**config.mk**
```make
export PLATFORM = sky130hd
export DESIGN_NAME = crlf_frame_ring_buffer
export DESIGN_NICKNAME = d
export VERILOG_FILES = /design/src/design/crlf_frb_pkg.sv /design/src/design/crlf_frb_ram.sv /design/src/design/crlf_frame_ring_buffer.sv
export SDC_FILE = /design/constraint.sdc
export NUM_CORES = 1
export LEC_CHECK = 0
export ABC_AREA = 1
export CAP_MARGIN = 20
export CORE_MARGIN = 5
export CORE_UTILIZATION = 57
export DETAILED_ROUTE_END_ITERATION = 16
export DONT_BUFFER_PORTS = 1
export PLACE_DENSITY_LB_ADDON = 0.1
export SLEW_MARGIN = 40
export SYNTH_ARGS = -nofsm -noshare
export SYNTH_HDL_FRONTEND = slang
export SYNTH_HIERARCHICAL = 1
export SYNTH_SLANG_ARGS = --single-unit
```
**constraint.sdc**
```tcl
create_clock -name clk_i -period 3.6 [get_ports clk_i]
set_clock_uncertainty 0.05 [all_clocks]
set_input_delay 0.36 -clock clk_i [delete_from_list [all_inputs] [get_ports clk_i]]
set_output_delay 0.36 -clock clk_i [all_outputs]
set_load 0.01 [all_outputs]
```
**src/design/crlf_frb_pkg.sv**
```systemverilog
// Shared types and constants for the CR LF frame ring buffer.
// No dependencies; imported by the top level.
`timescale 1ns / 1ps

package crlf_frb_pkg;

  // frame delimiter bytes
  localparam logic [7:0] CODE_CR = 8'h0D;
  localparam logic [7:0] CODE_LF = 8'h0A;

  // item kinds
  localparam logic KIND_WRITE = 1'b0;
  localparam logic KIND_READ  = 1'b1;

  // result status codes
  localparam logic [2:0] ST_WRITE_OK   = 3'd0;
  localparam logic [2:0] ST_WRITE_FULL = 3'd1;
  localparam logic [2:0] ST_FRAME_BYTE = 3'd2;
  localparam logic [2:0] ST_NO_FRAME   = 3'd3;
  localparam logic [2:0] ST_TOO_LONG   = 3'd4;

  // one input item
  typedef struct packed {
    logic       kind;
    logic [7:0] data_byte;
    logic [6:0] size_limit;
  } in_item_t;

  // one result item
  typedef struct packed {
    logic [2:0] status;
    logic [7:0] frame_byte;
    logic       last;
  } out_item_t;

endpackage

```
**src/design/crlf_frb_ram.sv**
```systemverilog
// Generic single-port-write, single-port-read RAM with registered read data.
// No dependencies; holds the byte store of the frame ring buffer.
`timescale 1ns / 1ps

module crlf_frb_ram #(
  parameter int WIDTH = 8,
  parameter int DEPTH = 64
) (
  input  logic                     clk_i,
  input  logic                     we_i,
  input  logic [$clog2(DEPTH)-1:0] waddr_i,
  input  logic [WIDTH-1:0]         wdata_i,
  input  logic [$clog2(DEPTH)-1:0] raddr_i,
  output logic [WIDTH-1:0]         rdata_o
);

  logic [WIDTH-1:0] mem_q [DEPTH];
  logic [WIDTH-1:0] rdata_q;

  // write port
  always_ff @(posedge clk_i) begin
    if (we_i) begin
      mem_q[waddr_i] <= wdata_i;
    end
  end

  // registered read port
  always_ff @(posedge clk_i) begin
    rdata_q <= mem_q[raddr_i];
  end

  assign rdata_o = rdata_q;

endmodule

```
**src/design/crlf_frame_ring_buffer.sv**
```systemverilog
// Top level of the CR LF frame ring buffer: control sequencer and indexes.
// Depends on crlf_frb_pkg and crlf_frb_ram.
`timescale 1ns / 1ps

// A circular byte store that takes single bytes and hands out whole frames ending in CR LF.
// An item is accepted when start is high and busy is low; each result appears on result_o
// for one cycle with result_strobe_o high, in the cycle after the work that makes it, and the
// receiver cannot hold results off. A write item leaves busy low, so writes can follow back
// to back. A read item with fewer than two stored bytes also leaves busy low. Otherwise the
// read scans the store through its single read port, one byte a cycle, until the first CR LF
// or the end of the stored data; a frame that fits is then read out again at one byte per
// cycle, and busy stays high until the read's final result is issued: the last frame byte,
// the too-long result or the no-frame result.
module crlf_frame_ring_buffer
  import crlf_frb_pkg::*;
#(
  parameter int STORE_DEPTH = 64
) (
  input  logic      clk_i,
  input  logic      rst_ni,
  input  logic      start,
  output logic      busy,
  input  in_item_t  item_i,
  output logic      result_strobe_o,
  output out_item_t result_o
);

  localparam int AW = $clog2(STORE_DEPTH);
  localparam int CW = $clog2(STORE_DEPTH + 1);

  localparam logic [1:0] S_IDLE = 2'd0;
  localparam logic [1:0] S_SCAN = 2'd1;
  localparam logic [1:0] S_EMIT = 2'd2;

  logic [1:0]    state_q, state_d;
  logic [AW-1:0] rd_idx_q, rd_idx_d;
  logic [AW-1:0] wr_idx_q, wr_idx_d;
  logic [CW-1:0] fill_q, fill_d;
  logic [AW-1:0] addr_q, addr_d;
  logic [AW-1:0] pos_q, pos_d;
  logic [CW-1:0] len_q, len_d;
  logic [6:0]    limit_q, limit_d;
  logic          prev_cr_q, prev_cr_d;
  logic          strobe_q, strobe_d;
  out_item_t     res_q, res_d;

  logic          accept;
  logic          we;
  logic [AW-1:0] raddr;
  logic [7:0]    rdata;
  logic [CW-1:0] pos_next;
  logic          hit;

  // step an index around the store
  function automatic logic [AW-1:0] adv(input logic [AW-1:0] p);
    logic [AW-1:0] n;
    if (p == AW'(STORE_DEPTH - 1)) begin
      n = '0;
    end else begin
      n = p + AW'(1);
    end
    return n;
  endfunction

  assign accept   = start && !busy;
  assign pos_next = CW'(pos_q) + CW'(1);
  assign hit      = prev_cr_q && (rdata == CODE_LF);

  // byte store
  crlf_frb_ram #(
    .WIDTH (8),
    .DEPTH (STORE_DEPTH)
  ) u_store (
    .clk_i   (clk_i),
    .we_i    (we),
    .waddr_i (wr_idx_q),
    .wdata_i (item_i.data_byte),
    .raddr_i (raddr),
    .rdata_o (rdata)
  );

  // sequencer: write, scan for CR LF, emit frame
  always_comb begin
    state_d   = state_q;
    rd_idx_d  = rd_idx_q;
    wr_idx_d  = wr_idx_q;
    fill_d    = fill_q;
    pos_d     = pos_q;
    len_d     = len_q;
    limit_d   = limit_q;
    prev_cr_d = prev_cr_q;
    strobe_d  = 1'b0;
    res_d     = '0;
    we        = 1'b0;
    raddr     = rd_idx_q;
    case (state_q)
      S_IDLE: begin
        if (accept) begin
          if (item_i.kind == KIND_WRITE) begin
            strobe_d   = 1'b1;
            res_d.last = 1'b1;
            if (fill_q == CW'(STORE_DEPTH)) begin
              res_d.status = ST_WRITE_FULL;
            end else begin
              res_d.status = ST_WRITE_OK;
              we           = 1'b1;
              wr_idx_d     = adv(wr_idx_q);
              fill_d       = fill_q + CW'(1);
            end
          end else begin
            limit_d = item_i.size_limit;
            if (fill_q < CW'(2)) begin
              strobe_d     = 1'b1;
              res_d.status = ST_NO_FRAME;
              res_d.last   = 1'b1;
            end else begin
              // first byte is being read at the read index
              state_d   = S_SCAN;
              pos_d     = '0;
              prev_cr_d = 1'b0;
            end
          end
        end
      end
      S_SCAN: begin
        raddr = addr_q;
        if (hit) begin
          len_d = pos_next;
          if (7'(pos_next) > limit_q) begin
            strobe_d     = 1'b1;
            res_d.status = ST_TOO_LONG;
            res_d.last   = 1'b1;
            state_d      = S_IDLE;
          end else begin
            // restart reads at the oldest byte for readout
            raddr   = rd_idx_q;
            pos_d   = '0;
            state_d = S_EMIT;
          end
        end else if (pos_next == fill_q) begin
          strobe_d     = 1'b1;
          res_d.status = ST_NO_FRAME;
          res_d.last   = 1'b1;
          state_d      = S_IDLE;
        end else begin
          pos_d     = pos_q + AW'(1);
          prev_cr_d = (rdata == CODE_CR);
        end
      end
      S_EMIT: begin
        raddr            = addr_q;
        strobe_d         = 1'b1;
        res_d.status     = ST_FRAME_BYTE;
        res_d.frame_byte = rdata;
        if (pos_next == len_q) begin
          res_d.last = 1'b1;
          rd_idx_d   = addr_q;
          fill_d     = fill_q - len_q;
          state_d    = S_IDLE;
        end else begin
          pos_d = pos_q + AW'(1);
        end
      end
      default: begin
        state_d = S_IDLE;
      end
    endcase
  end

  // next read address follows the one just issued
  assign addr_d = adv(raddr);

  // control state
  always_ff @(posedge clk_i or negedge rst_ni) begin
    if (!rst_ni) begin
      state_q  <= S_IDLE;
      rd_idx_q <= '0;
      wr_idx_q <= '0;
      fill_q   <= '0;
      strobe_q <= 1'b0;
    end else begin
      state_q  <= state_d;
      rd_idx_q <= rd_idx_d;
      wr_idx_q <= wr_idx_d;
      fill_q   <= fill_d;
      strobe_q <= strobe_d;
    end
  end

  // working registers and result payload
  always_ff @(posedge clk_i) begin
    addr_q    <= addr_d;
    pos_q     <= pos_d;
    len_q     <= len_d;
    limit_q   <= limit_d;
    prev_cr_q <= prev_cr_d;
    res_q     <= res_d;
  end

  assign busy            = (state_q != S_IDLE);
  assign result_strobe_o = strobe_q;
  assign result_o        = res_q;

  // only frame bytes may be followed by more results of the same item
  a_last_only_final: assert property (@(posedge clk_i) disable iff (!rst_ni)
    result_strobe_o && !result_o.last |-> result_o.status == ST_FRAME_BYTE)
    else $error("non-final result that is not a frame byte");

  // stored byte count never exceeds the store
  a_fill_bound: assert property (@(posedge clk_i) disable iff (!rst_ni)
    fill_q <= CW'(STORE_DEPTH))
    else $error("fill count beyond store depth");

  // every readout cycle produces a result
  a_emit_strobe: assert property (@(posedge clk_i) disable iff (!rst_ni)
    state_q == S_EMIT |=> result_strobe_o)
    else $error("readout cycle without result");

  // a write item answers in the next cycle with a single final result
  a_write_result: assert property (@(posedge clk_i) disable iff (!rst_ni)
    accept && item_i.kind == KIND_WRITE |=> result_strobe_o && result_o.last)
    else $error("write item without its result");

endmodule
```
==> flow_metrics.py, run 1 <==
metrics = {
    "run_status": {
        "status": "finished, final reports clean",
    },
    "global_route": {
        "gr-usage-all-layers_pct": 26.2,
        "antenna_found_initial": 0,
        "grt_util_met2_pct": 42.0,
        "grt_overflow": 0,
        "grt_busiest_layer": "met2",
        "grt_max_degree": 65,
        "grt_pass1_vias": 16312,
        "grtUsageMet3_pct": 4.00,
        "grt_pass1_wl_um": 95700,
        "use_met1_pct": 36.9,
    },
    "sta": {
        "max_freq_mhz": 281,
        "period_share_pct": 98.9,
        "drv_slew": 0,
        "max_slew_margin_pct": 41.8,
        "finalSetupViolations": 0,
        "timing.hold.ws_ps": 73.3,
        "rsz0062_at_grt": "true",
        "hold_viol_final": 0,
        "post-route-min-period_ps": 3560,
        "tightest_slew_ps": 870,
    },
    "job": {
        "maxCapViolCount": 0,
    },
    "critical_path": {
        "critPathCaptureType": "flop",
        "crit_type": "reg -> reg",
        "required_ps": 4100,
        "crit_path_start_kind": "flop",
        "r2r_cells": 24,
        "cp_data_arrival_time_ps": 4060,
        "path_max_fanout": 7,
    },
    "routing": {
        "routed_wl_um": 66800,
        "wl_per_cell_um": 22.6,
        "drtAntennaViolNets": 0,
        "firstDrtPassIters": 5,
        "vias": 17223,
        "drc": 0,
        "dr.first_iter.drc_count": 2078,
        "viasPerCell": 5.82,
    },
    "power_and_ir_drop": {
        "ir_worst_vdd_mv": 0.493,
        "pwr_density_cell_nw_per_um2": 840,
        "power_leakage_nw": 11.2,
    },
    "synth": {
        "avgSynthCellArea_um2": 11.1,
        "syn_area_um2": 24700,
        "synth_nets": 2257,
        "synthCells": 2217,
        "ys_seq_elements": 581,
        "yosysUniqueCellTypes": 42,
        "synth-main-ff-cell": "edfxtp_1",
        "synth-seq-area-share_pct": 69.1,
        "synth_edf_count": 533,
        "ys_warn_count": 6,
        "synthArstFlopShare_pct": 3.79,
    },
    "clock_network": {
        "htree_levels": 2,
        "clock_path_buffers": 3,
        "clk_pin_slew_ps": 60,
        "cts_root_buf": "clkbuf_16",
        "clock-sinks": 581,
        "cts_tree": "yes",
        "numCtsBuffers": 58,
        "clk_latency_ps": 610,
    },
    "floorplanning": {
        "dieArea_um2": 47600,
        "die_x_um": 218,
        "initial_core_util_pct": 57.5,
        "dieHeight_um": 218,
        "core.rowCount": 76,
        "core_um2": 43000,
        "ios": 33,
    },
    "cells_and_area": {
        "postLayoutCoreUtil_pct": 67.9,
        "final_cell_mix": "nand2_1, edfxtp_1, nand3_1, buf_4, nor2_1",
        "drive_above_1_share_pct": 15.0,
        "diodes": 0,
        "nets": 2370,
        "synthToLayoutAreaGrowth_pct": 18.1,
        "final_cells": 2958,
        "final_common_cell": "nand2_1",
    },
    "hold_path": {
        "hold_class": "in -> reg",
        "hold_depth": 4,
    },
    "placement": {
        "io_buffers": 0,
        "placedCellCount": 2790,
        "place_congestion": 0.887,
        "place_hpwl_um": 37900,
    },
}
-- kinds of logic after synthesis --
logic type	synth area share (%)
mux	0.106
fa+ha+maj	1.09
compound gates	1.24
flops	69.1
buf+inv	4.76
simple gates	23.0
xor+xnor	0.699
-- per-stage QoR --
step / power, mW / area (um^2) / setup TNS (ps) / worst slack (ps)
final: 24.5 / 29200 / 0 / 40.4
after global routing: 25.8 / 29200 / -815 / -132
after CTS: 22.6 / 28000 / 0 / 24.6
after detailed placement: 16.5 / 25700 / -863 / -143
after global placement: 16.4 / 25700 / -570 / -101
after floorplan: 13.8 / 24700 / 0 / 200
-- final timing paths --
| path | start | slack, ps | end |
|---|---|---|---|
| min in group asynchronous | rst_ni | 170 | wr_idx_q[2] |
| worst min-delay path | item_i[15] | 70 | result_o[9] |
| max in group asynchronous | rst_ni | 3150 | fill_q[5] |
| worst min register to register | addr_q[3] | 440 | rd_idx_q[3] |
| worst max-delay path | pos_q[1] | 40 | u_store/rdata_o[5] |
| worst max register to register | pos_q[1] | 40 | u_store/rdata_o[5] |
-- timing repair --
item | in CTS | in global routing
endpoints found under the hold margin | 541 | 0
hold buffers | 17 | 0
pin swaps | 1 | 30
cloned | 2 | 25
buffers inserted | 4 | 17
setup endpoints to repair | 8 | 10
gates resized for setup | 19 | 115
-- state kept, by name, summed over array words and instances (netlist names), 6 cells and up --
register and cells:
pos_q 6, u_store/rdata_o 8, result_o 12, limit_q 7, len_q 7, rd_idx_q 6
u_store/mem_q 512, addr_q 6, wr_idx_q 6, fill_q 7
-- synth_stat cells, types with 5 or more instances --
cell | instances | area [um^2]
nand2_1 | 742 | 2790
edfxtp_1 | 533 | 16000
nand3_1 | 459 | 2300
nor2_1 | 93 | 349
inv_1 | 84 | 315
buf_2 | 39 | 195
buf_6 | 36 | 405
dfxtp_1 | 26 | 521
dfrtp_1 | 22 | 551
o21ai_0 | 21 | 105
a21oi_1 | 20 | 100
ha_1 | 20 | 250
clkbuf_1 | 17 | 63.8
buf_4 | 15 | 113
nand4_1 | 13 | 81.3
buf_1 | 10 | 37.5
nor4_1 | 9 | 56.3
xnor2_1 | 8 | 70.1
xor2_1 | 8 | 70.1
nor2_2 | 5 | 31.3
nor3_1 | 5 | 25.0
-- critical path, cell delays in order, from the launching register on --
cell	delay, ps
edfxtp_1	440
ha_4	190
nand4_1	160
nor2_2	250
ha_4	250
nand2_4	70
inv_1	50
a21oi_2	110
nand2_1	90
nand2_2	120
nand2_2	90
nand2_2	60
nand2_2	60
a21oi_4	200
buf_12	220
clkbuf_16	210
buf_12	120
nand2_1	50
nand3_1	90
nand3_2	100
nand2_2	100
nand2_1	120
nand3_2	130
nand3_1	80
nand2_1	80
-- per-layer routing --
layer  part of all wire (%)  vias to the layer above
li1                       -                     7906
met1                     40                     8312
met2                     47                      845
met3                    8.8                      160
met4                    3.9                        0
met5                      0                        -
-- report_power, final --
group / switching [mW] / leakage (nW) / total (mW) / internal [mW]
logic: 6.79 / 4.99 / 10.9 / 4.07
registers: 0.277 / 5.30 / 7.95 / 7.67
clock network: 2.44 / 0.862 / 5.72 / 3.28
-- area by class of cell --
class	count	area [um^2]
sequential	581	17100
fill	3240	13800
multi-input combinational	1430	6940
timing repair buffer	170	2290
clock buffer	76	1540
tap	585	732
inverter	87	365
clock inverter	27	235
timing repair inverter	2	22.5
Power figures use the tool's default switching activity.
==> run 2: changes to the inputs <==
- CORE_UTILIZATION: 57 -> 58
- SYNTH_HIERARCHICAL: 1 -> not set
==> run 2 against run 1 <==
Against the previous run:
- global-route usage up 1.8 points
- setup slack better by 7.9 ps
- critical path type unchanged
- register-to-register slack about the same
- utilization up 0.81 points
- sequential share of layout area down 3.5 points
- critical endpoint is now u_store.rdata_o[7]
- first-iteration DRC count up 23%
- largest power group unchanged
==> flow_metrics.py, run 2 <==
metrics = {
    "run_status": {
        "status": "finished, final reports clean",
    },
    "critical_path": {
        "critPathCaptureType": "flop",
        "r2r_start": "pos_q[0]",
        "cp.depth": 27,
        "cp_slowest_cell": "edfxtp_1",
        "critPathCapture": "u_store.rdata_o[7]",
        "crit_type": "reg -> reg",
        "crit-reg2reg-capture": "u_store.rdata_o[7]",
        "cp_data_arrival_time_ps": 4070,
        "path_buf_inv": 7,
        "crit_top_cell": "nand2_1",
        "path_max_fanout": 5,
        "r2r_cells": 27,
        "critical_path.top_delay_family": "simple AND/OR/NAND/NOR gates",
        "crit_path_start_kind": "flop",
        "crit_path_start": "pos_q[0]",
        "slowest_delay_ps": 390,
        "required_ps": 4120,
        "r2r_slack_ps": 50,
    },
    "routing": {
        "vias": 19022,
        "viasPerCell": 5.87,
        "drtAntennaViolNets": 0,
        "dr.first_iter.drc_count": 2560,
        "drc": 0,
        "routed_wl_um": 73300,
        "wl_per_cell_um": 22.6,
        "firstDrtPassIters": 6,
    },
    "power_and_ir_drop": {
        "pwr-share-clk_pct": 23.9,
        "p_switching_mw": 10.2,
        "seqPwrFrac_pct": 31.2,
        "switching_share_pct": 40.0,
        "power_frac_comb_pct": 44.8,
        "power_leakage_nw": 12.6,
        "power.total_mw": 25.4,
        "ir_worst_vdd_mv": 0.488,
        "pwr_density_cell_nw_per_um2": 818,
        "power.internal_mw": 15.2,
    },
    "synth": {
        "synthArstFlopShare_pct": 3.79,
        "yosysMostFrequentCell": "nand3_1",
        "ys_warn_count": 0,
        "synth_nets": 2542,
        "avgSynthCellArea_um2": 10.6,
        "syn_area_um2": 26400,
        "ys_top_cells_by_area": "edfxtp_1, nand3_1, nand2_1",
        "synthCells": 2502,
        "synth.top_cell.area_share_pct": 60.6,
        "ys_seq_elements": 581,
        "synth-main-ff-cell": "edfxtp_1",
        "yosysUniqueCellTypes": 47,
        "synth-seq-area-share_pct": 64.6,
        "synth_area_leader_cell": "edfxtp_1",
        "synthTopCellsByCount": "nand3_1, edfxtp_1, nand2_1",
        "synth_edf_count": 533,
    },
    "cells_and_area": {
        "largest_reg_flops": 512,
        "nets": 2633,
        "synthToLayoutAreaGrowth_pct": 17.5,
        "final_cell_mix": "edfxtp_1, nand3_1, nand2_1, inv_1, nand3b_1",
        "fillers": 3315,
        "regMostFlops": "u_store.mem_q",
        "final_area_um2": 31100,
        "final_common_cell": "edfxtp_1",
        "postLayoutCoreUtil_pct": 68.7,
        "drive_above_1_share_pct": 13.6,
        "diodes": 0,
    },
    "placement": {
        "place_hpwl_um": 42500,
        "place_congestion": 0.900,
        "pre_cts_ws_ps": -149,
        "place_area_um2": 27700,
        "io_buffers": 0,
    },
    "sta": {
        "hold_viol_final": 0,
        "max_slew_margin_pct": 43.7,
        "drv_slew": 0,
        "finalSetupViolations": 0,
        "fin_ws_ps": 48.3,
        "tns_ps": 0,
        "period_share_pct": 98.7,
        "post-route-min-period_ps": 3550,
        "max_freq_mhz": 282,
        "tightest_slew_ps": 841,
    },
    "hold_path": {
        "hold_class": "in -> reg",
    },
    "global_route": {
        "grt_pass1_vias": 18302,
        "grt_max_degree": 103,
        "grt_pass1_wl_um": 108000,
        "grt_overflow": 0,
        "antenna_found_initial": 1,
        "gr-usage-all-layers_pct": 28.1,
    },
    "clock_network": {
        "clk_pin_slew_ps": 60,
        "cts_tree": "yes",
        "clk_latency_ps": 630,
        "clock_path_buffers": 3,
        "numCtsBuffers": 59,
        "htree_levels": 2,
        "clock-sinks": 581,
        "cts_root_buf": "clkbuf_16",
    },
    "job": {
        "maxCapViolCount": 0,
    },
    "floorplanning": {
        "ios": 33,
        "initial_core_util_pct": 58.5,
        "die_x_um": 223,
        "core_um2": 45200,
        "dieHeight_um": 223,
        "dieArea_um2": 49900,
        "core.rowCount": 78,
    },
}
[run 2: cell count changes in the layout (fill, tap and decap cells not counted), moves of 7 or more]
cell | before | now
clkbuf_1 | 17 | 9
clkbuf_16 | 78 | 71
clkinv_2 | 10 | 18
inv_1 | 82 | 385
nand2_1 | 713 | 387
nand2_2 | 29 | 14
nand3_1 | 408 | 496
nand3b_1 | 4 | 192
nor2_1 | 88 | 103
nor4_1 | 9 | 2
[run 2: cell type report]
cell class	instances	area, um^2	area share [%]
clock buffers	69	1540	4.94
multi-input cells	1389	7640	24.6
clock inverters	42	375	1.21
inverters	395	1490	4.78
well taps	600	751	2.42
flip-flops and latches	581	17100	55.0
repair buffers	167	2200	7.08
[run 2: per-stage QoR]
step	std cells	hold slack [ps]
floorplan	2502	14.4
global placement	3075	15.1
detailed placement	3075	15.2
CTS	3217	30.4
global route	3243	72.1
finish	3243	55.1
[run 2: what timing repair did]
action	4_1_cts	5_1_grt
hold buffers	18	0
buffers inserted	8	17
gates cloned	5	11
pin swaps	3	27
hold endpoints to repair	542	0
resized for setup	16	102
setup endpoints to repair	8	13
[run 2: worst min path at each step]
| stage | slack (ps) | startpoint | cells after the start | endpoint |
|---|---|---|---|---|
| 2_1_floorplan | 10 | rst_ni | 0 | fill_q[0] |
| 3_3_place_gp | 20 | rst_ni | 0 | result_strobe_o |
| 5_1_grt | 70 | item_i[9] | 1 | u_store.mem_q[33][2] |
| 4_1_cts | 30 | item_i[15] | 4 | result_o[9] |
| 6_report | 60 | item_i[9] | 1 | u_store.mem_q[33][2] |
| 3_5_place_dp | 20 | rst_ni | 0 | result_strobe_o |
[run 2: per-layer routing]
metal,vias up,global-route usage (%),wire length [um]
met5,-,0,0
met4,0,9.84,2570
met3,165,5.46,6840
met2,945,46.0,34800
met1,9224,37.9,29100
li1,8688,-,-
[run 2: cells by family (layout without fill, tap and decap cells)]
group | Yosys count | count (layout) | synth area share [%]
AOI/OAI and AO/OA | 68 | 68 | 1.50
xor gates and xnor gates | 13 | 13 | 0.431
adders and majority gates | 21 | 21 | 1.02
buffers and inverters | 533 | 673 | 8.34
DFF | 581 | 581 | 64.6
muxes | 2 | 2 | 0.0852
and+or+nand+nor | 1284 | 1285 | 24.0
[run 2: power groups by stage]
stage               combinational [mW]  sequential (mW)  clock (mW)
floorplan                         5.92             7.97           0
finish                            11.4             7.94        6.08
detailed placement                9.24             8.06           0
global route                      12.1             7.95        6.47
global placement                  9.13             8.06           0
CTS                               9.96             7.92        6.17
